===== config.mk =====
export PLATFORM = sky130hd
export DESIGN_NAME = divided_difference_table
export DESIGN_NICKNAME = d
export VERILOG_FILES = /design/src/rtl/ddt_pkg.sv /design/src/rtl/ddt_ram.sv /design/src/rtl/ddt_divider.sv /design/src/rtl/ddt_datapath.sv /design/src/rtl/ddt_controller.sv /design/src/rtl/divided_difference_table.sv
export SDC_FILE = /design/constraint.sdc
export NUM_CORES = 1
export LEC_CHECK = 0
export BUFFER_PORTS_ARGS = -buffer_cell sky130_fd_sc_hd__buf_2
export CORE_UTILIZATION = 60
export CTS_BUF_LIST = sky130_fd_sc_hd__clkbuf_8
export CTS_CLUSTER_SIZE = 14
export DETAILED_ROUTE_END_ITERATION = 16
export PLACE_DENSITY = 0.76
export SLEW_MARGIN = 10
export SYNTH_ARGS = -nofsm -noshare
export SYNTH_HDL_FRONTEND = slang
export SYNTH_SLANG_ARGS = --single-unit

===== constraint.sdc =====
create_clock -name clk -period 8.2 [get_ports clk]
set_clock_uncertainty 0.2 [all_clocks]
set_input_delay 0.82 -clock clk [delete_from_list [all_inputs] [get_ports clk]]
set_output_delay 0.82 -clock clk [all_outputs]
set_load 0.02 [all_outputs]

===== src/rtl/ddt_pkg.sv =====
package ddt_pkg;

    localparam int Q_W    = 32;
    localparam int DIFF_W = Q_W + 1;
    localparam int FRAC_W = 16;
    localparam int NUM_W  = DIFF_W + FRAC_W;
    localparam int PT_W   = 4;
    localparam int TAG_W  = 3;
    localparam int CFG_IDX_W  = 2;
    localparam int CFG_DATA_W = 4;

    localparam logic [CFG_IDX_W-1:0] REG_TABLE_MODE  = 2'd0;
    localparam logic [CFG_IDX_W-1:0] REG_POINT_COUNT = 2'd1;

    localparam logic [Q_W-1:0] Q_MAX_VAL = 32'h7FFF_FFFF;
    localparam logic [Q_W-1:0] Q_MIN_VAL = 32'h8000_0000;

    typedef struct packed {
        logic signed [Q_W-1:0] x_value;
        logic signed [Q_W-1:0] y_value;
    } in_t;

    typedef struct packed {
        logic [TAG_W-1:0]      diff_order;
        logic [TAG_W-1:0]      entry_index;
        logic signed [Q_W-1:0] entry_value;
        logic                  zero_divisor;
        logic                  saturated;
        logic                  last_entry;
    } out_t;

    typedef enum logic [2:0] {
        S_LOAD,
        S_READ,
        S_CALC,
        S_DIV,
        S_EMIT
    } state_t;

    typedef struct packed {
        logic             load_we;
        logic [PT_W-1:0]  wr_addr;
        logic [PT_W-1:0]  rd_addr0;
        logic [PT_W-1:0]  col_addr1;
        logic [PT_W-1:0]  abs_addr1;
        logic             calc;
        logic             emit;
        logic             divided;
        logic [TAG_W-1:0] tag_order;
        logic [TAG_W-1:0] tag_index;
        logic             tag_last;
    } cmd_t;

    typedef struct packed {
        logic need_div;
        logic div_done;
        logic out_free;
    } status_t;

endpackage


===== src/rtl/ddt_ram.sv =====
module ddt_ram
    #(
        parameter int WIDTH = 32,
        parameter int DEPTH = 8
    )
    (
        input  logic                     clk,
        input  logic                     we,
        input  logic [$clog2(DEPTH)-1:0] waddr,
        input  logic [WIDTH-1:0]         wdata,
        input  logic [$clog2(DEPTH)-1:0] raddr_a,
        input  logic [$clog2(DEPTH)-1:0] raddr_b,
        output logic [WIDTH-1:0]         rdata_a,
        output logic [WIDTH-1:0]         rdata_b
    );

    logic [WIDTH-1:0] mem_reg [DEPTH];

    always_ff @(posedge clk)
    begin
        if (we)
        begin
            mem_reg[waddr] <= wdata;
        end
        rdata_a <= mem_reg[raddr_a];
        rdata_b <= mem_reg[raddr_b];
    end

endmodule


===== src/rtl/ddt_divider.sv =====
module ddt_divider
    import ddt_pkg::*;
    (
        input  logic              clk,
        input  logic              rst_n,
        input  logic              start,
        input  logic [NUM_W-1:0]  dividend,
        input  logic [DIFF_W-1:0] divisor,
        output logic [NUM_W-1:0]  quotient,
        output logic              done
    );

    localparam int CW = $clog2(NUM_W);

    logic [DIFF_W-1:0] rem_reg, rem_next;
    logic [NUM_W-1:0]  quo_reg, quo_next;
    logic [DIFF_W-1:0] den_reg;
    logic [CW-1:0]     cnt_reg, cnt_next;
    logic              busy_reg, busy_next;
    logic              done_reg, done_next;
    logic [DIFF_W:0]   shifted;
    logic [DIFF_W+1:0] trial;
    logic              ge;

    // restoring division, one quotient bit a cycle
    always_comb
    begin
        shifted   = {rem_reg, quo_reg[NUM_W-1]};
        trial     = {1'b0, shifted} - {2'b00, den_reg};
        ge        = ~trial[DIFF_W+1];
        rem_next  = rem_reg;
        quo_next  = quo_reg;
        cnt_next  = cnt_reg;
        busy_next = busy_reg;
        done_next = 1'b0;
        if (start)
        begin
            rem_next  = '0;
            quo_next  = dividend;
            cnt_next  = '0;
            busy_next = 1'b1;
        end
        else if (busy_reg)
        begin
            rem_next = ge ? trial[DIFF_W-1:0] : shifted[DIFF_W-1:0];
            quo_next = {quo_reg[NUM_W-2:0], ge};
            cnt_next = cnt_reg + 1'b1;
            if (cnt_reg == CW'(NUM_W - 1))
            begin
                busy_next = 1'b0;
                done_next = 1'b1;
            end
        end
    end

    always_ff @(posedge clk or negedge rst_n)
    begin
        if (!rst_n)
        begin
            busy_reg <= 1'b0;
            done_reg <= 1'b0;
            cnt_reg  <= '0;
        end
        else
        begin
            busy_reg <= busy_next;
            done_reg <= done_next;
            cnt_reg  <= cnt_next;
        end
    end

    always_ff @(posedge clk)
    begin
        rem_reg <= rem_next;
        quo_reg <= quo_next;
        if (start)
        begin
            den_reg <= divisor;
        end
    end

    assign quotient = quo_reg;
    assign done     = done_reg;

endmodule


===== src/rtl/ddt_datapath.sv =====
module ddt_datapath
    import ddt_pkg::*;
    #(
        parameter int MAX_POINTS = 8
    )
    (
        input  logic    clk,
        input  logic    rst_n,
        input  in_t     in_data,
        input  cmd_t    cmd,
        output status_t status,
        output logic    out_valid,
        input  logic    out_stall,
        output out_t    out_data
    );

    localparam int IW = $clog2(MAX_POINTS);

    logic [Q_W-1:0]    col_rd0, col_rd1, abs_rd0, abs_rd1;
    logic [Q_W-1:0]    col_wdata;
    logic              col_we;
    logic [DIFF_W-1:0] diff, den, diff_mag, den_mag;
    logic              need_div;
    logic              div_start, div_done;
    logic [NUM_W-1:0]  quo;
    logic              neg_reg;
    logic [Q_W-1:0]    direct_val, quo_val;
    logic              direct_sat, quo_sat;
    logic [Q_W-1:0]    res_val_reg;
    logic              res_sat_reg, res_zdiv_reg;
    logic              out_valid_reg;
    out_t              out_data_reg;
    logic              out_free;

    assign col_we    = cmd.load_we | cmd.emit;
    assign col_wdata = cmd.load_we ? in_data.y_value : res_val_reg;

    ddt_ram #(.WIDTH(Q_W), .DEPTH(MAX_POINTS)) u_column_store (
        .clk     (clk),
        .we      (col_we),
        .waddr   (cmd.wr_addr[IW-1:0]),
        .wdata   (col_wdata),
        .raddr_a (cmd.rd_addr0[IW-1:0]),
        .raddr_b (cmd.col_addr1[IW-1:0]),
        .rdata_a (col_rd0),
        .rdata_b (col_rd1)
    );

    ddt_ram #(.WIDTH(Q_W), .DEPTH(MAX_POINTS)) u_abscissa_store (
        .clk     (clk),
        .we      (cmd.load_we),
        .waddr   (cmd.wr_addr[IW-1:0]),
        .wdata   (in_data.x_value),
        .raddr_a (cmd.rd_addr0[IW-1:0]),
        .raddr_b (cmd.abs_addr1[IW-1:0]),
        .rdata_a (abs_rd0),
        .rdata_b (abs_rd1)
    );

    always_comb
    begin
        diff     = {col_rd1[Q_W-1], col_rd1} - {col_rd0[Q_W-1], col_rd0};
        den      = {abs_rd1[Q_W-1], abs_rd1} - {abs_rd0[Q_W-1], abs_rd0};
        diff_mag = diff[DIFF_W-1] ? (~diff + 1'b1) : diff;
        den_mag  = den[DIFF_W-1] ? (~den + 1'b1) : den;
        need_div = cmd.divided && (den != '0);
        div_start = cmd.calc && need_div;

        // plain difference clamp, or zero when the spacing vanished
        direct_sat = 1'b0;
        direct_val = '0;
        if (!cmd.divided)
        begin
            direct_sat = diff[DIFF_W-1] != diff[Q_W-1];
            if (direct_sat)
            begin
                direct_val = diff[DIFF_W-1] ? Q_MIN_VAL : Q_MAX_VAL;
            end
            else
            begin
                direct_val = diff[Q_W-1:0];
            end
        end

        // quotient magnitude back to signed with clamp
        if (!neg_reg)
        begin
            quo_sat = quo[NUM_W-1:Q_W-1] != '0;
            quo_val = quo_sat ? Q_MAX_VAL : quo[Q_W-1:0];
        end
        else
        begin
            quo_sat = (quo[NUM_W-1:Q_W] != '0) || (quo[Q_W-1] && (quo[Q_W-2:0] != '0));
            quo_val = quo_sat ? Q_MIN_VAL : (~quo[Q_W-1:0] + 1'b1);
        end
    end

    ddt_divider u_divider (
        .clk      (clk),
        .rst_n    (rst_n),
        .start    (div_start),
        .dividend ({diff_mag, {FRAC_W{1'b0}}}),
        .divisor  (den_mag),
        .quotient (quo),
        .done     (div_done)
    );

    always_ff @(posedge clk)
    begin
        if (div_start)
        begin
            neg_reg <= diff[DIFF_W-1] ^ den[DIFF_W-1];
        end
        if (cmd.calc && !need_div)
        begin
            res_val_reg  <= direct_val;
            res_sat_reg  <= direct_sat;
            res_zdiv_reg <= cmd.divided;
        end
        else if (div_done)
        begin
            res_val_reg  <= quo_val;
            res_sat_reg  <= quo_sat;
            res_zdiv_reg <= 1'b0;
        end
        if (cmd.emit)
        begin
            out_data_reg.diff_order   <= cmd.tag_order;
            out_data_reg.entry_index  <= cmd.tag_index;
            out_data_reg.entry_value  <= res_val_reg;
            out_data_reg.zero_divisor <= res_zdiv_reg;
            out_data_reg.saturated    <= res_sat_reg;
            out_data_reg.last_entry   <= cmd.tag_last;
        end
    end

    assign out_free = !out_valid_reg || !out_stall;

    always_ff @(posedge clk or negedge rst_n)
    begin
        if (!rst_n)
        begin
            out_valid_reg <= 1'b0;
        end
        else if (cmd.emit)
        begin
            out_valid_reg <= 1'b1;
        end
        else if (!out_stall)
        begin
            out_valid_reg <= 1'b0;
        end
    end

    assign status.need_div = need_div;
    assign status.div_done = div_done;
    assign status.out_free = out_free;
    assign out_valid = out_valid_reg;
    assign out_data  = out_data_reg;

endmodule


===== src/rtl/ddt_controller.sv =====
module ddt_controller
    import ddt_pkg::*;
    #(
        parameter int MAX_POINTS = 8
    )
    (
        input  logic                  clk,
        input  logic                  rst_n,
        input  logic                  in_valid,
        output logic                  in_stall,
        input  logic                  cfg_valid,
        output logic                  cfg_ready,
        input  logic [CFG_IDX_W-1:0]  cfg_index,
        input  logic [CFG_DATA_W-1:0] cfg_data,
        input  status_t               status,
        output cmd_t                  cmd
    );

    state_t          state_reg, state_next;
    logic            mode_reg;
    logic [PT_W-1:0] count_reg;
    logic [PT_W-1:0] loaded_reg, loaded_next;
    logic [PT_W-1:0] order_reg, order_next;
    logic [PT_W-1:0] j_reg, j_next;
    logic [PT_W-1:0] n_eff;
    logic [PT_W-1:0] load_idx;
    logic            in_xfer;

    assign cfg_ready = 1'b1;

    always_ff @(posedge clk or negedge rst_n)
    begin
        if (!rst_n)
        begin
            mode_reg  <= 1'b1;
            count_reg <= 4'd8;
        end
        else if (cfg_valid && cfg_ready)
        begin
            case (cfg_index)
                REG_TABLE_MODE:  mode_reg  <= cfg_data[0];
                REG_POINT_COUNT: count_reg <= cfg_data;
                default:         ;
            endcase
        end
    end

    always_comb
    begin
        if (count_reg < PT_W'(2))
        begin
            n_eff = PT_W'(2);
        end
        else if (count_reg > PT_W'(MAX_POINTS))
        begin
            n_eff = PT_W'(MAX_POINTS);
        end
        else
        begin
            n_eff = count_reg;
        end
    end

    always_ff @(posedge clk or negedge rst_n)
    begin
        if (!rst_n)
        begin
            state_reg  <= S_LOAD;
            loaded_reg <= '0;
            order_reg  <= '0;
            j_reg      <= '0;
        end
        else
        begin
            state_reg  <= state_next;
            loaded_reg <= loaded_next;
            order_reg  <= order_next;
            j_reg      <= j_next;
        end
    end

    always_comb
    begin
        state_next  = state_reg;
        loaded_next = loaded_reg;
        order_next  = order_reg;
        j_next      = j_reg;
        in_stall    = 1'b1;
        in_xfer     = 1'b0;
        // a lowered count restarts the set
        load_idx    = (loaded_reg >= n_eff) ? '0 : loaded_reg;

        cmd.load_we   = 1'b0;
        cmd.wr_addr   = j_reg;
        cmd.rd_addr0  = j_reg;
        cmd.col_addr1 = j_reg + 1'b1;
        cmd.abs_addr1 = j_reg + order_reg;
        cmd.calc      = 1'b0;
        cmd.emit      = 1'b0;
        cmd.divided   = mode_reg;
        cmd.tag_order = order_reg[TAG_W-1:0];
        cmd.tag_index = j_reg[TAG_W-1:0];
        cmd.tag_last  = order_reg == (n_eff - 1'b1);

        case (state_reg)
            S_LOAD:
            begin
                in_stall = 1'b0;
                in_xfer  = in_valid;
                cmd.wr_addr = load_idx;
                cmd.load_we = in_xfer;
                if (in_xfer)
                begin
                    if (load_idx + 1'b1 == n_eff)
                    begin
                        loaded_next = '0;
                        order_next  = PT_W'(1);
                        j_next      = '0;
                        state_next  = S_READ;
                    end
                    else
                    begin
                        loaded_next = load_idx + 1'b1;
                    end
                end
            end
            S_READ:
            begin
                state_next = S_CALC;
            end
            S_CALC:
            begin
                cmd.calc   = 1'b1;
                state_next = status.need_div ? S_DIV : S_EMIT;
            end
            S_DIV:
            begin
                if (status.div_done)
                begin
                    state_next = S_EMIT;
                end
            end
            S_EMIT:
            begin
                if (status.out_free)
                begin
                    cmd.emit = 1'b1;
                    // walk the column, then move up one order
                    if (j_reg + order_reg + 1'b1 < n_eff)
                    begin
                        j_next     = j_reg + 1'b1;
                        state_next = S_READ;
                    end
                    else if (order_reg + 1'b1 < n_eff)
                    begin
                        order_next = order_reg + 1'b1;
                        j_next     = '0;
                        state_next = S_READ;
                    end
                    else
                    begin
                        state_next = S_LOAD;
                    end
                end
            end
            default:
            begin
                state_next = S_LOAD;
            end
        endcase
    end

endmodule


===== src/rtl/divided_difference_table.sv =====
// channel  direction  handshake           payload
// in       input      in_valid/in_stall   in_data  (x_value, y_value)
// out      output     out_valid/out_stall out_data (order, index, value, flags)
// cfg      input      cfg_valid/cfg_ready cfg_index, cfg_data
//
// a point that does not close a set is taken without stall; the closing point starts the table
// each entry passes through read, compute and emit in forward mode, and through read, compute, divide
// and emit in divided mode, the divide using the one-bit-per-cycle 49-bit divider; a zero spacing skips the divide;
// n points give n*(n-1)/2 entries
// reset clears control and configuration only; the point stores hold no reset value
// a stalled output holds in its register; the table walk waits in the emit state
module divided_difference_table
    import ddt_pkg::*;
    #(
        parameter int MAX_POINTS = 8
    )
    (
        input  logic                  clk,
        input  logic                  rst_n,
        input  logic                  in_valid,
        output logic                  in_stall,
        input  in_t                   in_data,
        output logic                  out_valid,
        input  logic                  out_stall,
        output out_t                  out_data,
        input  logic                  cfg_valid,
        output logic                  cfg_ready,
        input  logic [CFG_IDX_W-1:0]  cfg_index,
        input  logic [CFG_DATA_W-1:0] cfg_data
    );

    cmd_t    cmd;
    status_t status;

    ddt_controller #(.MAX_POINTS(MAX_POINTS)) u_controller (
        .clk       (clk),
        .rst_n     (rst_n),
        .in_valid  (in_valid),
        .in_stall  (in_stall),
        .cfg_valid (cfg_valid),
        .cfg_ready (cfg_ready),
        .cfg_index (cfg_index),
        .cfg_data  (cfg_data),
        .status    (status),
        .cmd       (cmd)
    );

    ddt_datapath #(.MAX_POINTS(MAX_POINTS)) u_datapath (
        .clk       (clk),
        .rst_n     (rst_n),
        .in_data   (in_data),
        .cmd       (cmd),
        .status    (status),
        .out_valid (out_valid),
        .out_stall (out_stall),
        .out_data  (out_data)
    );

endmodule

=== Word-level counts from Yosys, hierarchy flattened ===
Memory sizes are Yosys's and may differ from the RTL's. A register that Yosys moved wholly into a read port is not among the register bits.
Index checks and enable logic that the tools add are counted.

* Bits in registers: 220
* Latch bits: 0
* Memory bits (writable): 512
* ROM bits: 0
* Bits of input ports: 75
* Output and inout port bits: 44
* Word-level logic and storage cells: 155
* Memories: 2

* Add/subtract/negate cells: 13
* $mul: 0
* Div/mod/pow operators: 0
* $lt $le $gt $ge: 5
* Equal/unequal tests: 17
* Shift-type cells: 0
* Muxes and demuxes: 63
* Bitwise gates (word level): 6
* Reduce and logical (&&, ||, !) cells: 24

{| class="wikitable"
|+ Memories
! memory !! words !! width !! read ports !! clocked after Yosys merged registers in !! write ports !! RTL line !! text
|-
| u_datapath.u_abscissa_store.mem_reg || 8 || 32 || 2 || 2 || 1 || ddt_ram.sv:17 || <nowiki>logic [WIDTH-1:0] mem_reg [DEPTH];</nowiki>
|-
| u_datapath.u_column_store.mem_reg || 8 || 32 || 2 || 2 || 1 || ddt_ram.sv:17 ||
|}

{| class="wikitable"
|+ Operators by type and width
! kind !! number
|-
| 32-bit two-way mux || 10
|-
| 49-bit two-way mux || 2
|-
| 33-bit by 1-bit adder with 33-bit output, second input constant || 2
|-
| 33-bit two-way mux || 2
|-
| 33-bit NOT || 2
|-
| 32-bit by 32-bit subtractor with 33-bit output || 2
|-
| 4-bit two-way mux || 14
|-
| 34-bit by 33-bit subtractor with 35-bit output || 1
|-
| 33-bit nonzero test || 1
|-
| 32-bit by 1-bit adder with 32-bit output, second input constant || 1
|-
| 32-bit NOT || 1
|-
| 31-bit nonzero test || 1
|-
| 1-bit two-way mux || 23
|-
| 3-bit two-way mux || 6
|-
| 18-bit nonzero test || 1
|-
| 17-bit nonzero test || 1
|-
| 4-bit by 1-bit adder with 4-bit output, second input constant || 4
|-
| 4-bit one-hot mux with 2 select lines || 2
|-
| 3-bit one-hot mux with 5 select lines || 1
|-
| 6-bit two-way mux || 2
|-
| 2-bit by 1-bit != test with 1-bit output, second input constant || 5
|-
| 4-bit equality test || 2
|-
| 4-bit less-than comparator || 2
|-
| 6-bit by 1-bit adder with 6-bit output, second input constant || 1
|-
| 27 further kinds || 39
|}

=== Logic depth before layout (Yosys ltp) ===
* Depth in word-level cells: 10
* Gate-level depth with buffers: 23
* Mapped depth without buffers: 22

=== Hierarchy ===
From an unflattened synthesis, not the netlist that was laid out.

* Cell total of the unflattened synthesis: 3332
* Area total of the unflattened synthesis: 45773.9 µm²

{| class="wikitable"
|+ By module, submodules not included
! module !! times used !! cells an instance !! area an instance (µm²) !! seq. area each (µm²)
|-
| ddt_ram || 2 || 561 || 13180.1 || 8968.6
|-
| ddt_datapath || 1 || 1369 || 10561.4 || 2307.2
|-
| ddt_divider || 1 || 646 || 7055.5 || 3323.2
|-
| ddt_controller || 1 || 195 || 1796.7 || 503.0
|}

=== Least setup slack after synthesis ===
No wires, ideal clock.

* Path kind: register -> register
* Start point: reg u_datapath.u_abscissa_store.rdata_a[5], read port of u_datapath.u_abscissa_store.mem_reg
* End point: reg u_datapath.neg_reg, enable pin
* Library setup time: 0.412 ns
* Arrival: 5.197 ns
* Data required time: 7.588 ns
* Path slack: 2.391 ns
* Stages on the path, launching flop included: 21
* Path buffers: 4
* Period minus slack after synthesis: 5.809 ns
* Path through: dfxtp_1 inv_1 ha_1 or2_2 or3_1 o21ai_0 nand2_1 a31oi_1 o31ai_1 o31a_1 or4_1 o21ai_1 inv_2 clkbuf_1 ha_1 nor2b_1 nand2_1 clkbuf_1 inv_1 clkbuf_1 clkbuf_1

* Cells in the longest elaborated chain, start to end: 4

{| class="wikitable"
|+ Ends and longest elaborated chain
! element !! RTL line !! text
|-
| start, declared || ddt_ram.sv:13 || <nowiki>output logic [WIDTH-1:0] rdata_a,</nowiki>
|-
| 32-bit by 32-bit subtractor with 33-bit output || ddt_datapath.sv:63 || <nowiki>den = {abs_rd1[Q_W-1], abs_rd1} - {abs_rd0[Q_W-1], abs_rd0};</nowiki>
|-
| 33-bit nonzero test || ddt_datapath.sv:66 || <nowiki>need_div = cmd.divided && (den != '0);</nowiki>
|-
| 1-bit logical AND || ddt_datapath.sv:66 ||
|-
| 1-bit logical AND || ddt_datapath.sv:67 || <nowiki>div_start = cmd.calc && need_div;</nowiki>
|-
| end signal, assigned || ddt_datapath.sv:112 || <nowiki>neg_reg <= diff[DIFF_W-1] ^ den[DIFF_W-1];</nowiki>
|-
| end, declared || ddt_datapath.sv:26 || <nowiki>logic neg_reg;</nowiki>
|}

Every way passes these cells.
A chain may end at the register's enable or synchronous reset.

=== Final worst setup path ===
* Start point: reg u_datapath.u_abscissa_store.rdata_a[5], read port of u_datapath.u_abscissa_store.mem_reg
* End point: reg u_datapath.u_divider.den_reg[28], enable pin

* Cells in the longest elaborated chain, start to end: 4

{| class="wikitable"
|+ Ends and longest elaborated chain
! element !! RTL line !! text
|-
| 32-bit by 32-bit subtractor with 33-bit output || ddt_datapath.sv:63 ||
|-
| 33-bit nonzero test || ddt_datapath.sv:66 ||
|-
| 1-bit logical AND || ddt_datapath.sv:66 ||
|-
| 1-bit logical AND || ddt_datapath.sv:67 ||
|-
| end signal, assigned || ddt_divider.sv:78 || <nowiki>den_reg <= divisor;</nowiki>
|-
| end, declared || ddt_divider.sv:17 || <nowiki>logic [DIFF_W-1:0] den_reg;</nowiki>
|}

Every way passes these cells.

==> run summary <==
Data arrival, critical path -> 6.62 ns
cell with the most instances after synthesis -> edfxtp_1
cell count of the worst hold path -> 1
distinct cell type count of the synthesized netlist -> 88
type of the worst min-delay path -> in2reg
vias post-DR -> 28710
largest fanout on the critical path -> 45
global-route wire length before repair -> 166400 um
Top Layer Used -> met5
critical path class -> reg2reg
first-pass detailed-route iteration total -> 5
Avg Synthesized Cell Area -> 13.56 sq um
Routed Antenna Nets -> 0
number of DRC markers after the initial detailed-route iteration -> 3373
leading post-synthesis cells by instance count -> edfxtp_1 (654), mux4_2 (256), nor2_1 (213)
Vias per Instance -> 6.546
top area cells in the synthesized netlist -> edfxtp_1 (46%), mux4_2 (13%), dfxtp_1 (8.2%)
final number of hold-violating endpoints -> 0
final cycle utilization of the critical path -> 0.7818
nets in the synthesized netlist -> 3381
number of input and output port buffers inserted -> 117
overflow left after global routing -> 0
clock insertion delay at the later pin of the skew report -> 0.82 ns
routed wire length per instance -> 25.07 um
Fmax achieved -> 156.0 MHz
chain of cells forming the critical path -> inv_1, ha_1, or2_2, or3_1, o21ai_0, nand2_1, a31oi_1, o31ai_1, o31a_1, or4_1, o21ai_1, inv_2, ha_1, nor2b_1, nand2_1, inv_2, buf_4
status -> finished clean
post-synthesis to final-layout area growth -> 10.56%
clock root buffer -> clkbuf_8
number of synthesized flops with an enable pin -> 654
final number of setup-violating endpoints -> 0
I/O pin count -> 119
area post-placement -> 44830 sq um
aggregate negative setup slack -> 0 ns
total CTS buffers -> 139
area leader, netlist -> edfxtp_1
post-synth design cell area -> 43120 sq um
maximum number of pins on one net before global-route repair -> 71
clock tree from TritonCTS -> built
count of clock tree sinks -> 860
GRT Overall Usage -> 0.3025
total DRC errors in the routed layout -> 0
final slew viol count -> 0
Tmin final -> 6.410 ns
core area -> 70510 sq um
required time worst endpoint -> 8.41 ns
critical path startpoint category -> register
starting density of the core -> 0.6115
relative slew slack -> 0.1531
std cell rows -> 97
width of the die -> 270.1 um
level count of the clock H-tree -> 4
met3 routed WL -> 11080 um
element type at the critical path end -> register
cells on worst reg2reg path -> 17
fraction of final layout cells sized beyond drive strength 1 -> 0.2438
post-detail-place hpwl -> 72710 um
register area share after synthesis -> 0.5545
routed length on met1 -> 46200 um
predominant post-synthesis flop cell -> edfxtp_1
RD Place Congestion -> 0.9785
number of global-route vias before repair -> 28080
number of antenna violations at the first check in global routing -> 10
asr flop ratio synth -> 0.03372
chip height -> 270.1 um
number of cells produced by synthesis -> 3179
Detail Route met2 WL -> 50090 um
Largest stage delay, worst path -> 0.58 ns
share of Yosys cell area claimed by the top area cell type -> 0.4555
full die area -> 72940 sq um
Least-Margin Pin Slew -> 1.270 ns
clock-pin slew on the worst setup and hold paths -> 0.06 ns
max_cap viols -> 0
Total Nets Final -> 3529
standard cell with the maximum stage delay on the critical path -> buf_4
number of buffers between clock root and the deepest sink -> 3
final wirelength -> 110000 um
final design instance area without fill -> 47670 sq um
unrepaired setup endpoints after global routing -> false
count of yosys warnings during synthesis -> 0
post-synthesis register bit count -> 860
Setup Fix Bufs, Post-CTS -> 0
[layout make-up]
type	count	area (sq um)
clock inverter	99	660.6
sequential	860	23920
tap	940	1176
fill	4792	22840
timing repair buffer	161	918.4
clock buffer	157	2161
inverter	152	570.5
multi-input combinational	2013	18250
antenna	4	10.01
[what timing repair did]
action | 4_1_cts | 5_1_grt
hold endpoints to repair | 27 | 0
hold buffers | 1 | 0
resized for setup | 0 | 0
[worst max-delay path: cells and delay by family, from the launching register on]
kind | cells | cell delay [ns]
AO/OA/AOI/OAI | 5 | 1.77
AND/OR/NAND/NOR | 6 | 1.67
buffers and inverters | 4 | 1.41
adder cells (fa/ha/maj) | 2 | 0.63
flip-flops | 1 | 0.31
[metrics by stage]
step	hold WS [ns]	instances	worst slack, ns	util
final	0.06491	4386	1.790	0.6760
after floorplan	0.2003	3179	2.391	-
after global placement	0.2110	4125	2.161	0.6357
after detailed placement	0.2126	4125	1.919	0.6357
after CTS	0.001420	4382	1.898	0.6759
after global routing	0.04242	4385	1.443	0.6760
[placed cells by master, fill, tap and decap left out, drive strengths merged, types with 43 or more instances in the layout]
cell	count
buf	160
a21oi	157
a211oi	47
clkbuf	157
nand3	43
a21o	43
inv	206
dfxtp	177
xor2	58
mux2	170
edfxtp	654
nand2	163
o21ai	156
nor2	213
nor3	53
xnor2	88
ha	123
mux4	256
[cells by family after synthesis]
group / after synthesis / synth area share
compound gates: 611 / 0.08972
xor+xnor: 146 / 0.02966
fa+ha+maj: 127 / 0.03755
buf+inv: 306 / 0.02719
flops: 860 / 0.5545
mux: 457 / 0.1853
other cells: 1 / 0.00008697
simple gates: 671 / 0.07594
[routing by layer]
layer / vias up / track usage
li1: 12650 / -
met5: - / 0
met3: 184 / 0.07201
met2: 1442 / 0.4544
met4: 8 / 0.09839
met1: 14430 / 0.4370
[worst paths after layout]
path / start / end / slack [ns]
worst max-delay path: u_datapath.u_abscissa_store.rdata_a[5] / u_datapath.u_divider.den_reg[28] / 1.79
worst min-delay path: in_data[61] / u_datapath.u_abscissa_store.mem_reg[6][29] / 0.06
worst max register to register: u_datapath.u_abscissa_store.rdata_a[5] / u_datapath.u_divider.den_reg[28] / 1.79
worst min register to register: u_datapath.res_zdiv_reg / u_datapath.out_data[2] / 0.21
max in group asynchronous: rst_n / u_controller.j_reg[2] / 6.86
min in group asynchronous: rst_n / u_datapath.u_divider.done / 0.40
Power is not shown: default switching activity piles up to over one toggle a cycle in this logic, so the estimate is an artifact.
